$ cat src/design/stbs_pkg.sv
`timescale 1ns / 1ps
// ----------------------------------------------------------------------------
// stbs_pkg: shared types and constants for the sorted table search block
// Table geometry, command codes, controller states and the control/status
// bundles between controller and datapath.
// ----------------------------------------------------------------------------
package stbs_pkg;

    localparam int TABLE_DEPTH = 1024;
    localparam int ADDR_W      = $clog2(TABLE_DEPTH);
    localparam int CNT_W       = ADDR_W + 1;
    localparam int KEY_W       = 32;
    localparam int MATCH_W     = 11;

    localparam logic CMD_WRITE  = 1'b0;
    localparam logic CMD_SEARCH = 1'b1;

    localparam logic [MATCH_W-1:0] NOT_FOUND = '1;

    typedef enum logic [1:0] {
        S_IDLE,
        S_KICK,
        S_PROBE,
        S_FINAL
    } t_state;

    typedef struct packed {
        logic start;
        logic write;
        logic kick;
        logic probe;
        logic finish;
    } t_dp_cmd;

    typedef struct packed {
        logic span_zero;
        logic next_span_zero;
        logic out_free;
    } t_dp_status;

endpackage

$ cat src/design/stbs_ctrl.sv
`timescale 1ns / 1ps
// ----------------------------------------------------------------------------
// stbs_ctrl: search sequencer
// Accepts words, starts table writes and searches, steps the search one
// probe per cycle and hands the final compare to the output register.
// ----------------------------------------------------------------------------
module stbs_ctrl (
    input  logic                i_clk,
    input  logic                i_rst_n,
    input  logic                i_in_valid,
    input  logic                i_command,
    output logic                o_in_ready,
    input  stbs_pkg::t_dp_status i_status,
    output stbs_pkg::t_dp_cmd    o_cmd
);
    import stbs_pkg::*;

    t_state r_state;
    t_state n_state;
    logic   accept;

    assign accept = i_in_valid && (r_state == S_IDLE);

    always_ff @(posedge i_clk) begin
        if (!i_rst_n) begin
            r_state <= S_IDLE;
        end else begin
            r_state <= n_state;
        end
    end

    always_comb begin
        n_state = r_state;
        unique case (r_state)
            S_IDLE: begin
                if (accept && (i_command == CMD_SEARCH)) begin
                    n_state = S_KICK;
                end
            end
            S_KICK: begin
                n_state = i_status.span_zero ? S_FINAL : S_PROBE;
            end
            S_PROBE: begin
                n_state = i_status.next_span_zero ? S_FINAL : S_PROBE;
            end
            S_FINAL: begin
                if (i_status.out_free) begin
                    n_state = S_IDLE;
                end
            end
            default: n_state = S_IDLE;
        endcase
    end

    always_comb begin
        o_in_ready = 1'b0;
        o_cmd      = '0;
        unique case (r_state)
            S_IDLE: begin
                o_in_ready   = 1'b1;
                o_cmd.start  = accept && (i_command == CMD_SEARCH);
                o_cmd.write  = accept && (i_command == CMD_WRITE);
            end
            S_KICK: begin
                o_cmd.kick = 1'b1;
            end
            S_PROBE: begin
                o_cmd.probe = 1'b1;
            end
            S_FINAL: begin
                o_cmd.finish = i_status.out_free;
            end
            default: begin
                o_cmd = '0;
            end
        endcase
    end

endmodule

$ cat config.mk
export PLATFORM = sky130hd
export DESIGN_NAME = stbs_ctrl
export DESIGN_NICKNAME = d
export VERILOG_FILES = /design/src/design/stbs_pkg.sv /design/src/design/stbs_ctrl.sv
export SDC_FILE = /design/constraint.sdc
export NUM_CORES = 1
export LEC_CHECK = 0
export ABC_AREA = 0
export CELL_PAD_IN_SITES_DETAIL_PLACEMENT = 1
export CELL_PAD_IN_SITES_GLOBAL_PLACEMENT = 1
export CORE_AREA = 4 4 41 43
export DETAILED_ROUTE_END_ITERATION = 10
export DIE_AREA = 0 0 45 47
export DONT_BUFFER_PORTS = 1
export PLACE_DENSITY = 0.32
export REMOVE_ABC_BUFFERS = 1
export SYNTH_ARGS = -nofsm -noshare
export SYNTH_HDL_FRONTEND = slang
export SYNTH_SLANG_ARGS = --single-unit
$ cat constraint.sdc
create_clock -name i_clk -period 1.3 [get_ports i_clk]
set_input_delay 0.13 -clock i_clk [delete_from_list [all_inputs] [get_ports i_clk]]
set_output_delay 0.13 -clock i_clk [all_outputs]
set_load 0.01 [all_outputs]
==> metrics.cfg <==
[grt]
use_met2_pct = 7.34
grt_pass1_vias = 181
grt_pass1_wl_um = 703
grtUsageTotal_pct = 5.05
met3_usage_pct = 2.30
grt_overflow = 0
busiest_layer = met2
antenna_found_initial = 0
grt_max_degree = 6
grt_use_met1_pct = 5.20

[drt]
dr.pass1.iters = 1
wl_um = 476
first_iter_violations = 0
wl_per_cell_um = 11.3
vias = 164
viasPerCell = 3.90
drc = 0
ant_nets = 0

[sta]
tightest_slew_ns = 0.155
finalHoldViolCount = 0
min_period_ns = 1.22
rsz0062_at_grt = no
worst_clock_skew_ns = 0.00113
fmax_ghz = 0.818
drv_slew = 0
setup_viol = 0
slew_headroom_pct = 89.7
period_share_pct = 94.1
setup_tns_ns = 0

[worst_hold_path]
min_delay_path_depth = 1
hold_start = i_rst_n
min_to = r_state[0]$_SDFFE_PN0P_
hold_class = primary input to flop

[setup_path]
critPathSlowestCell = dfxtp_1
worstSetupPathType = flop to output port
worst_ep_required_time_ns = 1.17
cp.arrival_ns = 1.09
cp-end-kind = output port
crit_path_max_incr_delay_ns = 0.37
r2r_slack_ns = 0.17
crit_fanout = 5
reg2reg_to = r_state[0]$_SDFFE_PN0P_
r2r_start = r_state[0]$_SDFFE_PN0P_
r2r_cells = 5
crit_chain = inv_1, ha_2, and3_2
cp-start-kind = flop

[synthesis]
async_flop_share_pct = 0
yosysWarnings = 0
netlist_top_cells_count = nand2_1 (5), ha_1 (4), dfxtp_1 (2), inv_1 (2)
synthCells = 22
mappedNetlistArea_um2 = 189
synth_flop_cell = dfxtp_1
synth_edf_count = 0
synth_most_common_cell = nand2_1
yosysSeqAreaShare_pct = 21.2
syn_area_per_cell_um2 = 8.59
synthTopCellsByArea = ha_1 (26%), dfxtp_1 (21%), nand2_1 (9.9%)
yosysTopAreaCellShare_pct = 26.5
yosys.area.top_type = ha_1
synth_cell_types = 13
synth-seq-cells = 2

[pwr]
ir_worst_vdd_mv = 0.415
leakagePower_nw = 0.118
powerDensity_mw_per_mm2 = 2280

[flow_run]
drv_cap = 0

[final_layout]
multi_input_area_um2 = 146
fillers = 165
drive_gt1_share_pct = 37.0
final_cells = 42
reg_top3 = r_state: 2 flops
synthToLayoutAreaGrowth_pct = 32.5
nets = 40
top_register = r_state
finalInstanceArea_um2 = 250
insertedDiodeCount = 0
largest_reg_flops = 2
seq_area_um2 = 40.0

[clock_tree]
cts_tree = yes
clk_latency_ns = 0.22
h-tree-depth = 1
clock_sinks = 2
clock-root-buffer = clkbuf_4
post_cts_buffers = 0
clock_path_buffers = 2
cts_buffers = 3
clk_pin_slew_worst_paths_ns = 0.03

[place]
placed_area_um2 = 223
placed_cells = 39
dp_hpwl_um = 409
gp_congestion = 0.601
port-buffer-count = 0

[floorplanning]
num_rows = 13
initial_utilization_pct = 14.5
num_io_pins = 13
die_width_um = 45
die_y_um = 47
coreArea_mm2 = 0.00130
dieArea_mm2 = 0.00212

[outcome]
status = complete, no violations

## worst max-delay path by stage
stage                            startpoint                 endpoint  slack (ns)  depth (start not counted)
floorplan           r_state[0]$_SDFFE_PN0P_  r_state[0]$_SDFFE_PN0P_        0.18                          5
global placement    r_state[0]$_SDFFE_PN0P_  r_state[0]$_SDFFE_PN0P_        0.14                          5
detailed placement  r_state[0]$_SDFFE_PN0P_  r_state[0]$_SDFFE_PN0P_        0.11                          5
CTS                 r_state[1]$_SDFFE_PN0P_                 o_cmd[3]        0.03                          4
global route        r_state[0]$_SDFFE_PN0P_                 o_cmd[4]      0.0004                          3
finish              r_state[1]$_SDFFE_PN0P_                 o_cmd[4]        0.08                          3
## routing by layer
layer | vias to the layer above | part of all wire [%]
met5 | - | 0
li1 | 83 | -
met1 | 72 | 39
met4 | 0 | 0
met2 | 9 | 47
met3 | 0 | 13
## critical path, delay by kind of cell (launching register included)
kind / cells / cell delay (ns)
flip-flops: 1 / 0.37
buffers and inverters: 1 / 0.09
AND/OR/NAND/NOR: 1 / 0.20
adder cells (fa/ha/maj): 1 / 0.21
## layout by cell type (no fill, tap or decap)
master / Yosys / routed
ha_2: 0 / 1
nor2b_4: 1 / 1
nand2_1: 5 / 5
a21oi_1: 1 / 1
and3_2: 1 / 1
clkbuf_4: 0 / 3
and2_1: 1 / 1
nor2_2: 0 / 1
a21oi_2: 1 / 1
o211a_1: 1 / 1
inv_1: 2 / 2
mux2i_1: 1 / 1
ha_1: 4 / 3
buf_4: 0 / 2
dfxtp_1: 2 / 2
nand3b_1: 1 / 1
## metrics by stage
| stage | total power (W) | worst slack [ns] | hold WS [ns] | utilization [%] |
|---|---|---|---|---|
| 5_1_grt | 0.000636 | 0.000370 | 0.0482 | 19.2 |
| 6_report | 0.000572 | 0.0770 | 0.0505 | 19.2 |
| 3_3_place_gp | 0.000435 | 0.139 | 0.274 | 17.1 |
| 3_5_place_dp | 0.000439 | 0.106 | 0.278 | 17.1 |
| 4_1_cts | 0.000592 | 0.0297 | 0.0392 | 19.0 |
| 2_1_floorplan | 0.000339 | 0.181 | 0.263 | - |
## report_power, final
group	internal, W	switching [W]	total (W)
Sequential	0.0000896	0.0000289	0.000119
Clock	0.000102	0.0000321	0.000134
Combinational	0.000150	0.000169	0.000320
## cell type report
cell class                 instances  area share, %
sequential                         2           16.0
timing repair buffer               2           6.00
tap                               15           7.50
clock buffer                       3           9.00
multi-input combinational         18           58.5
inverter                           2           3.00
## timing repair
action / 4_1_cts / 5_1_grt
resized for setup: 1 / 1
cloned: 0 / 0
hold buffers: 0 / 0
endpoints found under the setup margin: 2 / 1
pin swaps: 0 / 0
## logic make-up after synthesis
family | after synthesis | synth area share (%)
buffers and inverters | 2 | 3.97
adders and majority gates | 4 | 26.5
AOI/OAI and AO/OA | 3 | 12.6
muxes | 1 | 5.30
and+or+nand+nor | 10 | 30.5
DFF | 2 | 21.2
Note: power is estimated with default switching activity, not from simulation.
